## config.mk

```make
export PLATFORM = sky130hd
export DESIGN_NAME = idle_cpu_bitmap_selector
export DESIGN_NICKNAME = d
export VERILOG_FILES = /design/src/hdl/icbs_pkg.sv /design/src/hdl/idle_cpu_bitmap_selector.sv /design/src/hdl/icbs_mul.sv /design/src/hdl/icbs_rem.sv /design/src/hdl/icbs_ctr_ram.sv
export SDC_FILE = /design/constraint.sdc
export NUM_CORES = 2
export LEC_CHECK = 0
export BUFFER_PORTS_ARGS = -buffer_cell sky130_fd_sc_hd__clkbuf_2
export CELL_PAD_IN_SITES_DETAIL_PLACEMENT = 0
export CELL_PAD_IN_SITES_GLOBAL_PLACEMENT = 1
export CORE_MARGIN = 5
export CORE_UTILIZATION = 55
export CTS_CLUSTER_DIAMETER = 80
export DETAILED_ROUTE_END_ITERATION = 7
export GPL_TIMING_DRIVEN = 0
export PLACE_DENSITY = 0.8
export REMOVE_ABC_BUFFERS = 1
export SETUP_SLACK_MARGIN = 0.5
export SYNTH_ARGS = -nofsm -noshare
export SYNTH_HDL_FRONTEND = slang
export SYNTH_SLANG_ARGS = --single-unit
```

## constraint.sdc

```tcl
create_clock -name clk -period 15.3 [get_ports clk]
set_input_delay 2.295 -clock clk [delete_from_list [all_inputs] [get_ports clk]]
set_output_delay 2.295 -clock clk [all_outputs]
set_load 0.03 [all_outputs]
```

## src/hdl/icbs_pkg.sv

```systemverilog
package icbs_pkg;

    localparam int CPU_W    = 12;
    localparam int CHOSEN_W = 13;
    localparam int TPC_W    = 3;
    localparam int CALLER_W = 6;
    localparam int HOW_W    = 2;
    localparam int CFG_IDX_W  = 2;
    localparam int CFG_DATA_W = 12;

    localparam int IN_DATA_W   = 24;
    localparam int IN_USER_W   = 1;
    localparam int OUT_DATA_W  = 16;
    localparam int OUT_USER_W  = 3;

    localparam logic [31:0] GOLDEN_MULT = 32'h9E37_79B9;

    localparam int CTR_AW          = CALLER_W;
    localparam int CTR_ENTRIES     = 1 << CTR_AW;
    localparam int CTR_RESET_SHIFT = 24;

    localparam logic OP_UPDATE = 1'b0;
    localparam logic OP_SELECT = 1'b1;

    localparam logic [CFG_IDX_W-1:0] CFG_SMT_ACTIVE       = 2'd0;
    localparam logic [CFG_IDX_W-1:0] CFG_THREADS_PER_CORE = 2'd1;
    localparam logic [CFG_IDX_W-1:0] CFG_FIRST_CPU_NUMBER = 2'd2;

    localparam logic [HOW_W-1:0] HOW_TARGET  = 2'd0;
    localparam logic [HOW_W-1:0] HOW_CORE    = 2'd1;
    localparam logic [HOW_W-1:0] HOW_SIBLING = 2'd2;
    localparam logic [HOW_W-1:0] HOW_ANY     = 2'd3;

    typedef struct packed {
        logic              rd_en;
        logic              wr_en;
        logic [CTR_AW-1:0] addr;
        logic [31:0]       wdata;
    } icbs_ctr_req_t;

endpackage

```

## src/hdl/idle_cpu_bitmap_selector.sv

```systemverilog
// Update writes the CPU's idle bit; with SMT on, the remainder unit then finds the sibling
// group and a member scan sets or clears its core bit. Select needs no search when no CPU is
// idle or the target is idle; else it makes a sibling pick or a pseudo-random pick (count, then
// search, one bitmap bit per cycle), the latter also after a failed sibling search. One item
// at a time: input is ready only while idle. Reset clears both bitmaps and sets config to SMT
// off, one thread per core, first CPU 0; pick counters read as index << 24 until written.
module idle_cpu_bitmap_selector
    import icbs_pkg::*;
#(
    parameter int NUM_CPUS = 64
)
(
    input  logic                  clk,
    input  logic                  rst_n,
    input  logic                  cfg_valid,
    output logic                  cfg_ready,
    input  logic [CFG_IDX_W-1:0]  cfg_index,
    input  logic [CFG_DATA_W-1:0] cfg_data,
    input  logic                  s_axis_tvalid,
    output logic                  s_axis_tready,
    // [11:0] cpu_number, [12] now_idle, [13] want_idle_core, [19:14] caller_cpu
    input  logic [IN_DATA_W-1:0]  s_axis_tdata,
    // [0] operation
    input  logic [IN_USER_W-1:0]  s_axis_tuser,
    output logic                  m_axis_tvalid,
    input  logic                  m_axis_tready,
    // [12:0] chosen_cpu
    output logic [OUT_DATA_W-1:0] m_axis_tdata,
    // [0] found, [2:1] how_chosen
    output logic [OUT_USER_W-1:0] m_axis_tuser
);

    localparam int BW = (NUM_CPUS > 1) ? $clog2(NUM_CPUS) : 1;
    localparam int CW = $clog2(NUM_CPUS + 1);
    localparam logic [BW-1:0]       LAST_BIT = BW'(NUM_CPUS - 1);
    localparam logic [CHOSEN_W-1:0] NCPU     = CHOSEN_W'(NUM_CPUS);

    typedef enum logic [3:0] {
        S_IDLE,
        S_DISPATCH,
        S_CTR_INC,
        S_SEED,
        S_GRP_DIV,
        S_MEMBERS,
        S_POP,
        S_MUL2,
        S_PICK,
        S_FIND,
        S_RESULT,
        S_DONE
    } state_t;

    function automatic logic in_map(input logic [CHOSEN_W-1:0] n, input logic [CPU_W-1:0] base);
        logic [CHOSEN_W:0] diff;
        diff = {1'b0, n} - {2'b0, base};
        return !diff[CHOSEN_W] && (diff[CHOSEN_W-1:0] < NCPU);
    endfunction

    function automatic logic [BW-1:0] map_bit(input logic [CHOSEN_W-1:0] n,
                                              input logic [CPU_W-1:0] base);
        logic [CHOSEN_W-1:0] diff;
        diff = n - {1'b0, base};
        return diff[BW-1:0];
    endfunction

    // configuration
    logic             smt_reg;
    logic [TPC_W-1:0] tpc_reg;
    logic [CPU_W-1:0] first_cpu_reg;

    // item and datapath
    state_t                state_reg, state_next;
    logic                  op_reg, op_next;
    logic [CPU_W-1:0]      cpu_reg, cpu_next;
    logic                  now_idle_reg, now_idle_next;
    logic                  want_core_reg, want_core_next;
    logic [CALLER_W-1:0]   caller_reg, caller_next;
    logic [NUM_CPUS-1:0]   cpu_map_reg, cpu_map_next;
    logic [NUM_CPUS-1:0]   core_map_reg, core_map_next;
    logic [CHOSEN_W-1:0]   grp_first_reg, grp_first_next;
    logic [BW-1:0]         cb_reg, cb_next;
    logic [TPC_W-1:0]      mem_i_reg, mem_i_next;
    logic                  all_ok_reg, all_ok_next;
    logic                  use_core_reg, use_core_next;
    logic [31:0]           seed_reg, seed_next;
    logic [CW-1:0]         total_reg, total_next;
    logic [CW-1:0]         pick_reg, pick_next;
    logic [CW-1:0]         seen_reg, seen_next;
    logic [BW-1:0]         idx_reg, idx_next;
    logic [BW-1:0]         res_bit_reg, res_bit_next;
    logic [CHOSEN_W-1:0]   res_chosen_reg, res_chosen_next;
    logic                  res_found_reg, res_found_next;
    logic [HOW_W-1:0]      res_how_reg, res_how_next;
    logic                  out_valid_reg, out_valid_next;
    logic [CHOSEN_W-1:0]   out_chosen_reg, out_chosen_next;
    logic                  out_found_reg, out_found_next;
    logic [HOW_W-1:0]      out_how_reg, out_how_next;

    logic [TPC_W-1:0]    t_eff;
    logic [CHOSEN_W-1:0] cpu_ext;
    logic [CHOSEN_W-1:0] first_now;
    logic [CHOSEN_W-1:0] mem_num;
    logic                mem_ok;
    logic [NUM_CPUS-1:0] map_sel;
    logic                in_accept;

    icbs_ctr_req_t ctr_req;
    logic [31:0]   ctr_rdata;
    logic [31:0]   ctr_inc;
    logic          mul_en;
    logic [31:0]   mul_a;
    logic [31:0]   mul_b;
    logic [63:0]   mul_p;
    logic          rem_start;
    logic          rem_done;
    logic [TPC_W-1:0] rem_val;

    icbs_ctr_ram u_ctr_ram (
        .clk     (clk),
        .rst_n   (rst_n),
        .req     (ctr_req),
        .rd_data (ctr_rdata)
    );

    icbs_mul u_mul (
        .clk (clk),
        .en  (mul_en),
        .a   (mul_a),
        .b   (mul_b),
        .p   (mul_p)
    );

    icbs_rem u_rem (
        .clk      (clk),
        .rst_n    (rst_n),
        .start    (rem_start),
        .dividend (cpu_reg),
        .divisor  (t_eff),
        .done     (rem_done),
        .rem      (rem_val)
    );

    assign cfg_ready     = 1'b1;
    assign s_axis_tready = (state_reg == S_IDLE);
    assign in_accept     = s_axis_tvalid && s_axis_tready;

    assign t_eff     = (tpc_reg == '0) ? TPC_W'(1) : tpc_reg;
    assign cpu_ext   = {1'b0, cpu_reg};
    assign first_now = cpu_ext - CHOSEN_W'(rem_val);
    assign mem_num   = grp_first_reg + CHOSEN_W'(mem_i_reg);
    assign mem_ok    = in_map(mem_num, first_cpu_reg) && cpu_map_reg[map_bit(mem_num, first_cpu_reg)];
    assign map_sel   = use_core_reg ? core_map_reg : cpu_map_reg;
    assign ctr_inc   = ctr_rdata + 32'd1;

    always_ff @(posedge clk or negedge rst_n)
    begin
        if (!rst_n)
        begin
            smt_reg       <= 1'b0;
            tpc_reg       <= TPC_W'(1);
            first_cpu_reg <= '0;
        end
        else if (cfg_valid && cfg_ready)
        begin
            unique case (cfg_index)
                CFG_SMT_ACTIVE:       smt_reg       <= cfg_data[0];
                CFG_THREADS_PER_CORE: tpc_reg       <= cfg_data[TPC_W-1:0];
                CFG_FIRST_CPU_NUMBER: first_cpu_reg <= cfg_data[CPU_W-1:0];
                default: ;
            endcase
        end
    end

    always_comb
    begin
        state_next      = state_reg;
        op_next         = op_reg;
        cpu_next        = cpu_reg;
        now_idle_next   = now_idle_reg;
        want_core_next  = want_core_reg;
        caller_next     = caller_reg;
        cpu_map_next    = cpu_map_reg;
        core_map_next   = core_map_reg;
        grp_first_next  = grp_first_reg;
        cb_next         = cb_reg;
        mem_i_next      = mem_i_reg;
        all_ok_next     = all_ok_reg;
        use_core_next   = use_core_reg;
        seed_next       = seed_reg;
        total_next      = total_reg;
        pick_next       = pick_reg;
        seen_next       = seen_reg;
        idx_next        = idx_reg;
        res_bit_next    = res_bit_reg;
        res_chosen_next = res_chosen_reg;
        res_found_next  = res_found_reg;
        res_how_next    = res_how_reg;
        out_valid_next  = out_valid_reg;
        out_chosen_next = out_chosen_reg;
        out_found_next  = out_found_reg;
        out_how_next    = out_how_reg;

        ctr_req       = '0;
        ctr_req.addr  = caller_reg;
        ctr_req.wdata = ctr_inc;
        mul_en        = 1'b0;
        mul_a         = ctr_inc;
        mul_b         = GOLDEN_MULT;
        rem_start     = 1'b0;

        if (out_valid_reg && m_axis_tready)
        begin
            out_valid_next = 1'b0;
        end

        unique case (state_reg)
            S_IDLE:
            begin
                if (in_accept)
                begin
                    op_next         = s_axis_tuser[0];
                    cpu_next        = s_axis_tdata[11:0];
                    now_idle_next   = s_axis_tdata[12];
                    want_core_next  = s_axis_tdata[13];
                    caller_next     = s_axis_tdata[19:14];
                    res_chosen_next = '0;
                    res_found_next  = 1'b0;
                    res_how_next    = HOW_TARGET;
                    res_bit_next    = '0;
                    state_next      = S_DISPATCH;
                end
            end

            S_DISPATCH:
            begin
                if (op_reg == OP_UPDATE)
                begin
                    state_next = S_DONE;
                    if (in_map(cpu_ext, first_cpu_reg))
                    begin
                        cpu_map_next[map_bit(cpu_ext, first_cpu_reg)] = now_idle_reg;
                        if (smt_reg)
                        begin
                            rem_start  = 1'b1;
                            state_next = S_GRP_DIV;
                        end
                    end
                end
                else if (|cpu_map_reg)
                begin
                    res_found_next = 1'b1;
                    if (in_map(cpu_ext, first_cpu_reg)
                        && cpu_map_reg[map_bit(cpu_ext, first_cpu_reg)])
                    begin
                        res_chosen_next = cpu_ext;
                        res_how_next    = HOW_TARGET;
                        state_next      = S_DONE;
                    end
                    else
                    begin
                        ctr_req.rd_en = 1'b1;
                        state_next    = S_CTR_INC;
                    end
                end
                else
                begin
                    state_next = S_DONE;
                end
            end

            S_CTR_INC:
            begin
                ctr_req.wr_en = 1'b1;
                mul_en        = 1'b1;
                state_next    = S_SEED;
            end

            S_SEED:
            begin
                seed_next  = mul_p[31:0];
                idx_next   = '0;
                total_next = '0;
                if (want_core_reg && smt_reg && (|core_map_reg))
                begin
                    use_core_next = 1'b1;
                    res_how_next  = HOW_CORE;
                    state_next    = S_POP;
                end
                else if (want_core_reg && smt_reg)
                begin
                    rem_start  = 1'b1;
                    state_next = S_GRP_DIV;
                end
                else
                begin
                    use_core_next = 1'b0;
                    res_how_next  = HOW_ANY;
                    state_next    = S_POP;
                end
            end

            S_GRP_DIV:
            begin
                if (rem_done)
                begin
                    grp_first_next = first_now;
                    cb_next        = map_bit(first_now, first_cpu_reg);
                    mem_i_next     = '0;
                    all_ok_next    = 1'b1;
                    // core bit untouched when the group's first CPU has no bit
                    if (op_reg == OP_UPDATE && !in_map(first_now, first_cpu_reg))
                    begin
                        state_next = S_DONE;
                    end
                    else
                    begin
                        state_next = S_MEMBERS;
                    end
                end
            end

            S_MEMBERS:
            begin
                mem_i_next = mem_i_reg + 1'b1;
                if (op_reg == OP_UPDATE)
                begin
                    all_ok_next = all_ok_reg && mem_ok;
                    if (mem_i_reg == t_eff - 1'b1)
                    begin
                        core_map_next[cb_reg] = now_idle_reg && all_ok_reg && mem_ok;
                        state_next            = S_DONE;
                    end
                end
                else if (mem_ok)
                begin
                    res_bit_next = map_bit(mem_num, first_cpu_reg);
                    res_how_next = HOW_SIBLING;
                    state_next   = S_RESULT;
                end
                else if (mem_i_reg == t_eff - 1'b1)
                begin
                    // no idle sibling: fall back to any idle CPU
                    use_core_next = 1'b0;
                    res_how_next  = HOW_ANY;
                    idx_next      = '0;
                    total_next    = '0;
                    state_next    = S_POP;
                end
            end

            S_POP:
            begin
                total_next = total_reg + CW'(map_sel[idx_reg]);
                idx_next   = idx_reg + 1'b1;
                if (idx_reg == LAST_BIT)
                begin
                    state_next = S_MUL2;
                end
            end

            S_MUL2:
            begin
                mul_en     = 1'b1;
                mul_a      = seed_reg;
                mul_b      = 32'(total_reg);
                state_next = S_PICK;
            end

            S_PICK:
            begin
                pick_next  = mul_p[32 +: CW];
                idx_next   = '0;
                seen_next  = '0;
                state_next = S_FIND;
            end

            S_FIND:
            begin
                idx_next = idx_reg + 1'b1;
                if (map_sel[idx_reg])
                begin
                    seen_next = seen_reg + 1'b1;
                end
                if (map_sel[idx_reg] && seen_reg == pick_reg)
                begin
                    res_bit_next = idx_reg;
                    state_next   = S_RESULT;
                end
                else if (idx_reg == LAST_BIT)
                begin
                    state_next = S_RESULT;
                end
            end

            S_RESULT:
            begin
                res_chosen_next = CHOSEN_W'(res_bit_reg) + {1'b0, first_cpu_reg};
                state_next      = S_DONE;
            end

            S_DONE:
            begin
                // hold until the output register is free
                if (!out_valid_reg || m_axis_tready)
                begin
                    out_valid_next  = 1'b1;
                    out_chosen_next = res_chosen_reg;
                    out_found_next  = res_found_reg;
                    out_how_next    = res_how_reg;
                    state_next      = S_IDLE;
                end
            end

            default:
            begin
                state_next = S_IDLE;
            end
        endcase
    end

    always_ff @(posedge clk or negedge rst_n)
    begin
        if (!rst_n)
        begin
            state_reg      <= S_IDLE;
            cpu_map_reg    <= '0;
            core_map_reg   <= '0;
            out_valid_reg  <= 1'b0;
            out_chosen_reg <= '0;
            out_found_reg  <= 1'b0;
            out_how_reg    <= HOW_TARGET;
        end
        else
        begin
            state_reg      <= state_next;
            cpu_map_reg    <= cpu_map_next;
            core_map_reg   <= core_map_next;
            out_valid_reg  <= out_valid_next;
            out_chosen_reg <= out_chosen_next;
            out_found_reg  <= out_found_next;
            out_how_reg    <= out_how_next;
        end
    end

    always_ff @(posedge clk)
    begin
        op_reg         <= op_next;
        cpu_reg        <= cpu_next;
        now_idle_reg   <= now_idle_next;
        want_core_reg  <= want_core_next;
        caller_reg     <= caller_next;
        grp_first_reg  <= grp_first_next;
        cb_reg         <= cb_next;
        mem_i_reg      <= mem_i_next;
        all_ok_reg     <= all_ok_next;
        use_core_reg   <= use_core_next;
        seed_reg       <= seed_next;
        total_reg      <= total_next;
        pick_reg       <= pick_next;
        seen_reg       <= seen_next;
        idx_reg        <= idx_next;
        res_bit_reg    <= res_bit_next;
        res_chosen_reg <= res_chosen_next;
        res_found_reg  <= res_found_next;
        res_how_reg    <= res_how_next;
    end

    assign m_axis_tvalid = out_valid_reg;
    assign m_axis_tdata  = OUT_DATA_W'(out_chosen_reg);
    assign m_axis_tuser  = {out_how_reg, out_found_reg};

`ifndef SYNTHESIS
    a_not_found_zero: assert property (@(posedge clk) disable iff (!rst_n)
        (m_axis_tvalid && !m_axis_tuser[0]) |-> (m_axis_tdata == '0 && m_axis_tuser == '0))
        else $error("result without a find carries nonzero fields");

    a_find_pick_range: assert property (@(posedge clk) disable iff (!rst_n)
        (state_reg == S_FIND) |-> (pick_reg < total_reg && seen_reg <= pick_reg))
        else $error("set-bit search passed its pick");

    a_rem_done_wait: assert property (@(posedge clk) disable iff (!rst_n)
        rem_done |-> (state_reg == S_GRP_DIV))
        else $error("remainder finished outside group lookup");

    a_accept_leaves_idle: assert property (@(posedge clk) disable iff (!rst_n)
        (s_axis_tvalid && s_axis_tready) |=> (state_reg == S_DISPATCH))
        else $error("accepted transaction not dispatched");

    a_pop_nonempty: assert property (@(posedge clk) disable iff (!rst_n)
        (state_reg == S_POP) |-> (|map_sel))
        else $error("pseudo-random pick over an empty bitmap");
`endif

endmodule

```

## src/hdl/icbs_mul.sv

```systemverilog
module icbs_mul
    import icbs_pkg::*;
(
    input  logic        clk,
    input  logic        en,
    input  logic [31:0] a,
    input  logic [31:0] b,
    output logic [63:0] p
);

    logic [63:0] p_reg;

    always_ff @(posedge clk)
    begin
        if (en)
        begin
            p_reg <= 64'(a) * 64'(b);
        end
    end

    assign p = p_reg;

endmodule

```

## src/hdl/icbs_rem.sv

```systemverilog
module icbs_rem
    import icbs_pkg::*;
(
    input  logic             clk,
    input  logic             rst_n,
    input  logic             start,
    input  logic [CPU_W-1:0] dividend,
    input  logic [TPC_W-1:0] divisor,
    output logic             done,
    output logic [TPC_W-1:0] rem
);

    localparam int CNT_W = $clog2(CPU_W + 1);

    logic             busy_reg;
    logic             done_reg;
    logic [CNT_W-1:0] cnt_reg;
    logic [CPU_W-1:0] shift_reg;
    logic [TPC_W-1:0] part_reg;
    logic [TPC_W:0]   trial;
    logic [TPC_W:0]   diff;

    // one quotient bit per cycle, restoring
    assign trial = {part_reg, shift_reg[CPU_W-1]};
    assign diff  = trial - {1'b0, divisor};

    always_ff @(posedge clk or negedge rst_n)
    begin
        if (!rst_n)
        begin
            busy_reg <= 1'b0;
            done_reg <= 1'b0;
            cnt_reg  <= '0;
        end
        else
        begin
            done_reg <= 1'b0;
            if (start)
            begin
                busy_reg <= 1'b1;
                cnt_reg  <= CNT_W'(CPU_W);
            end
            else if (busy_reg)
            begin
                cnt_reg <= cnt_reg - 1'b1;
                if (cnt_reg == CNT_W'(1))
                begin
                    busy_reg <= 1'b0;
                    done_reg <= 1'b1;
                end
            end
        end
    end

    always_ff @(posedge clk)
    begin
        if (start)
        begin
            shift_reg <= dividend;
            part_reg  <= '0;
        end
        else if (busy_reg)
        begin
            shift_reg <= {shift_reg[CPU_W-2:0], 1'b0};
            if (trial >= {1'b0, divisor})
            begin
                part_reg <= diff[TPC_W-1:0];
            end
            else
            begin
                part_reg <= trial[TPC_W-1:0];
            end
        end
    end

    assign done = done_reg;
    assign rem  = part_reg;

endmodule

```

## src/hdl/icbs_ctr_ram.sv

```systemverilog
module icbs_ctr_ram
    import icbs_pkg::*;
(
    input  logic          clk,
    input  logic          rst_n,
    input  icbs_ctr_req_t req,
    output logic [31:0]   rd_data
);

    logic [31:0]            mem [CTR_ENTRIES];
    logic [CTR_ENTRIES-1:0] vld_reg;
    logic [31:0]            rd_data_reg;

    always_ff @(posedge clk or negedge rst_n)
    begin
        if (!rst_n)
        begin
            vld_reg <= '0;
        end
        else if (req.wr_en)
        begin
            vld_reg[req.addr] <= 1'b1;
        end
    end

    always_ff @(posedge clk)
    begin
        if (req.wr_en)
        begin
            mem[req.addr] <= req.wdata;
        end
    end

    // entries never written read as their reset seed
    always_ff @(posedge clk)
    begin
        if (req.rd_en)
        begin
            if (vld_reg[req.addr])
            begin
                rd_data_reg <= mem[req.addr];
            end
            else
            begin
                rd_data_reg <= 32'(req.addr) << CTR_RESET_SHIFT;
            end
        end
    end

    assign rd_data = rd_data_reg;

endmodule
```

==> flow_summary.ini <==
[run_status]
status = finished clean

[worst_setup_path]
cp.required_ps = 15820
r2r_start = u_ctr_ram.rd_data[0]
critPathMaxFanout = 8
reg2reg_to = u_mul.p[38]
critPathCaptureType = register
crit_path_start_kind = register
crit_top_cell = fa_1
r2r_cells = 29
rrSetupSlack_ps = 4560
critPathSlowestCell = xor2_1
slowest_delay_ps = 870
crit_arrival_ps = 11260
crit_type = reg2reg

[power]
p_int_uw = 10900
ir_drop_mv = 0.120
leakagePower_uw = 0.0475
p_seq_share_pct = 53.8
power_frac_clock_pct = 43.8
cellPowerDensity_nw_per_um2 = 103
p_sw_share_pct = 20.4
p_comb_share_pct = 2.4
p_switching_uw = 2800

[logic_synthesis]
yosysTopAreaCellShare_pct = 57.5
synthArstFlopShare_pct = 9.40
synth_common_cells = edfxtp_1, mux4_2, inv_1
synthXorXnorAreaFrac_pct = 1.66
ys_warn_count = 0
synth_cell_types = 97
avgSynthCellArea_um2 = 17.6
synthMuxAreaShare_pct = 16.4
synth_ff_type = edfxtp_1
ys_seq_area_share_pct = 62.6
synth-edff-count = 2257
synthSimpleGateAreaFrac_pct = 4.67
ys_ff_latch = 2501
synthTopCellsByArea = edfxtp_1, mux4_2, fa_1
synth-adder-area-share_pct = 9.79
yosysTopAreaCell = edfxtp_1
synth_most_common_cell = edfxtp_1
synth_compound_area_share_pct = 2.12
syn-cell-area_um2 = 118000
syn_inst = 6712
synth_top_family_by_area = multiplexers

[timing]
grt_setup_unrepaired = no
period_minus_slack_ps = 10740
fin_skew_ps = 107
worst_pin_slew_ps = 1470
fin_setup_tns_ps = 0
setup_viol = 0
hold_viol_final = 0
max_freq_mhz = 93.1
fin_crit_sh_pct = 70.2
maxSlewViolCount = 0
maxSlewHeadroom_pct = 1.43

[finish]
finalNonFillerCells = 9926
nets = 7603
regMostFlops = u_ctr_ram.mem
largest_reg_flops = 2048
drive_gt1_share_pct = 24.3
fin_area_um2 = 133000
area_growth_syn_to_layout_pct = 12.7

[clock_tree]
cts_setup_buffers = 0
cts.sinks = 2501
cts_tree = built
cts-root-buf = clkbuf_16
cts.path.max_buffers = 3
cts_resized = 0
ctsHtreeMaxLevel = 4
cts_buffers = 238
clkTransAtPathRegs_ps = 60
clkLatencyLatePin_ps = 890
cts-hold-fix-buffers = 0

[place]
place_congestion = 0.943
place_inst = 9482
place_area_um2 = 125000
hpwl_um = 210000
port_buffers = 57

[run]
maxCapViolCount = 0

[routing]
drtPass1Iterations = 6
drt_wl_total_um = 321000
drt_iter0_drc = 7623
ant_nets = 0
avgRoutedWirePerCell_um = 32.3
vias = 64200
vias_per_cell = 6.47
drc = 0

[hold_path]
holdPathStages = 0
holdPathEnd = pick_reg[4]
min_from = u_mul.p[36]
hold_path.class = reg2reg

[floorplan]
core_um2 = 214000
rows = 170
io_pins = 66
die_area_um2 = 224000
die_w_um = 473
start_util_pct = 55.1
die_h_um = 473

[grt]
grt.overflow.total = 0
grt_pass1_wl_um = 466000
grt_max_degree = 91
grt_usage_pct = 28.9
grt_pass1_vias = 66200
grt_antenna_before_repair = 14
==> power groups by stage <==
stage | clock network, uW | registers [uW] | logic (uW)
2_1_floorplan | 0 | 7500 | 228
3_3_place_gp | 0 | 7510 | 310
3_5_place_dp | 0 | 7510 | 323
4_1_cts | 6060 | 7360 | 326
5_1_grt | 6360 | 7360 | 361
6_report | 5990 | 7360 | 330
==> cells in the final DEF, fill, tap and decap left out, types with 16 or more instances in the layout <==
cell and instances:
nor2_4 61, inv_2 30, bufinv_16 26, clkbuf_2 56
ha_1 259, nand4_1 24, dfrtp_1 234, nor2_1 255
o21ai_0 79, nor2b_1 56, or2_2 76, nor4_1 39
edfxtp_1 2257, and3_1 81, clkinv_1 54, buf_16 67
mux2_2 191, inv_1 510, clkinv_2 26, nand2b_1 36
xor2_1 61, buf_12 78, clkbuf_16 243, mux4_2 749
nor3_1 37, a211oi_1 19, and2_1 16, clkbuf_1 54
mux2i_1 25, a21oi_1 95, nand3_1 53, fa_1 412
a21o_1 49, nand2_1 327, o21a_1 20, xnor2_1 146
==> stage by stage <==
step	total power, uW	utilization [%]	hold slack (ps)	setup slack, ps
after global placement	7820	56.3	402	-18060
after global routing	14100	62.1	425	4060
final	13700	62.1	416	4560
after detailed placement	7830	58.3	405	4660
after CTS	13700	62.0	417	4500
after floorplan	7730	-	400	-7560
==> cell families after synthesis <==
group / count (synthesis)
muxes: 967
and+or+nand+nor: 1136
AOI/OAI and AO/OA: 378
other: 2
DFF: 2501
xor gates and xnor gates: 218
adders and majority gates: 675
buffers and inverters: 835
==> worst max-delay path, delay by kind of cell, from the launching register on <==
family	cells	cell delay, ps
buffers and inverters	4	220
adder cells (fa/ha/maj)	9	4270
AND/OR/NAND/NOR	7	1570
AO/OA/AOI/OAI	7	2570
flip-flops	1	760
XOR/XNOR	2	970
==> metal layers <==
| layer | share of wire (%) | vias up | wire, um | GRT usage (%) |
|---|---|---|---|---|
| met3 | 9.2 | 743 | 29600 | 5.99 |
| met1 | 37 | 33800 | 118000 | 38.4 |
| met4 | 5.2 | 12 | 16700 | 12.9 |
| met5 | 0.023 | - | 75 | 0 |
| li1 | - | 26000 | - | - |
| met2 | 49 | 3649 | 156000 | 46.9 |
==> worst max-delay path by stage <==
stage | startpoint | end | slack [ps] | cells after the start
CTS | u_ctr_ram.rd_data[0] | u_mul.p[38] | 4500 | 29
floorplan | register | u_ctr_ram.rd_data[27] | -7560 | 4
finish | u_ctr_ram.rd_data[0] | u_mul.p[38] | 4560 | 29
global route | u_ctr_ram.rd_data[0] | u_mul.p[38] | 4060 | 29
detailed placement | u_ctr_ram.rd_data[0] | u_mul.p[38] | 4660 | 29
global placement | register | u_ctr_ram.rd_data[29] | -18060 | 6
==> cell type report <==
cell class	instances	area (um^2)
Antenna cell	3	7.51
Timing Repair Buffer	226	4000
Fill cell	14800	81200
Multi-Input combinational cell	3378	41400
Tap cell	2838	3550
Clock inverter	129	1500
Clock buffer	310	6460
Sequential cell	2501	73900
Inverter	541	2030
(Power assumes the default switching activity.)
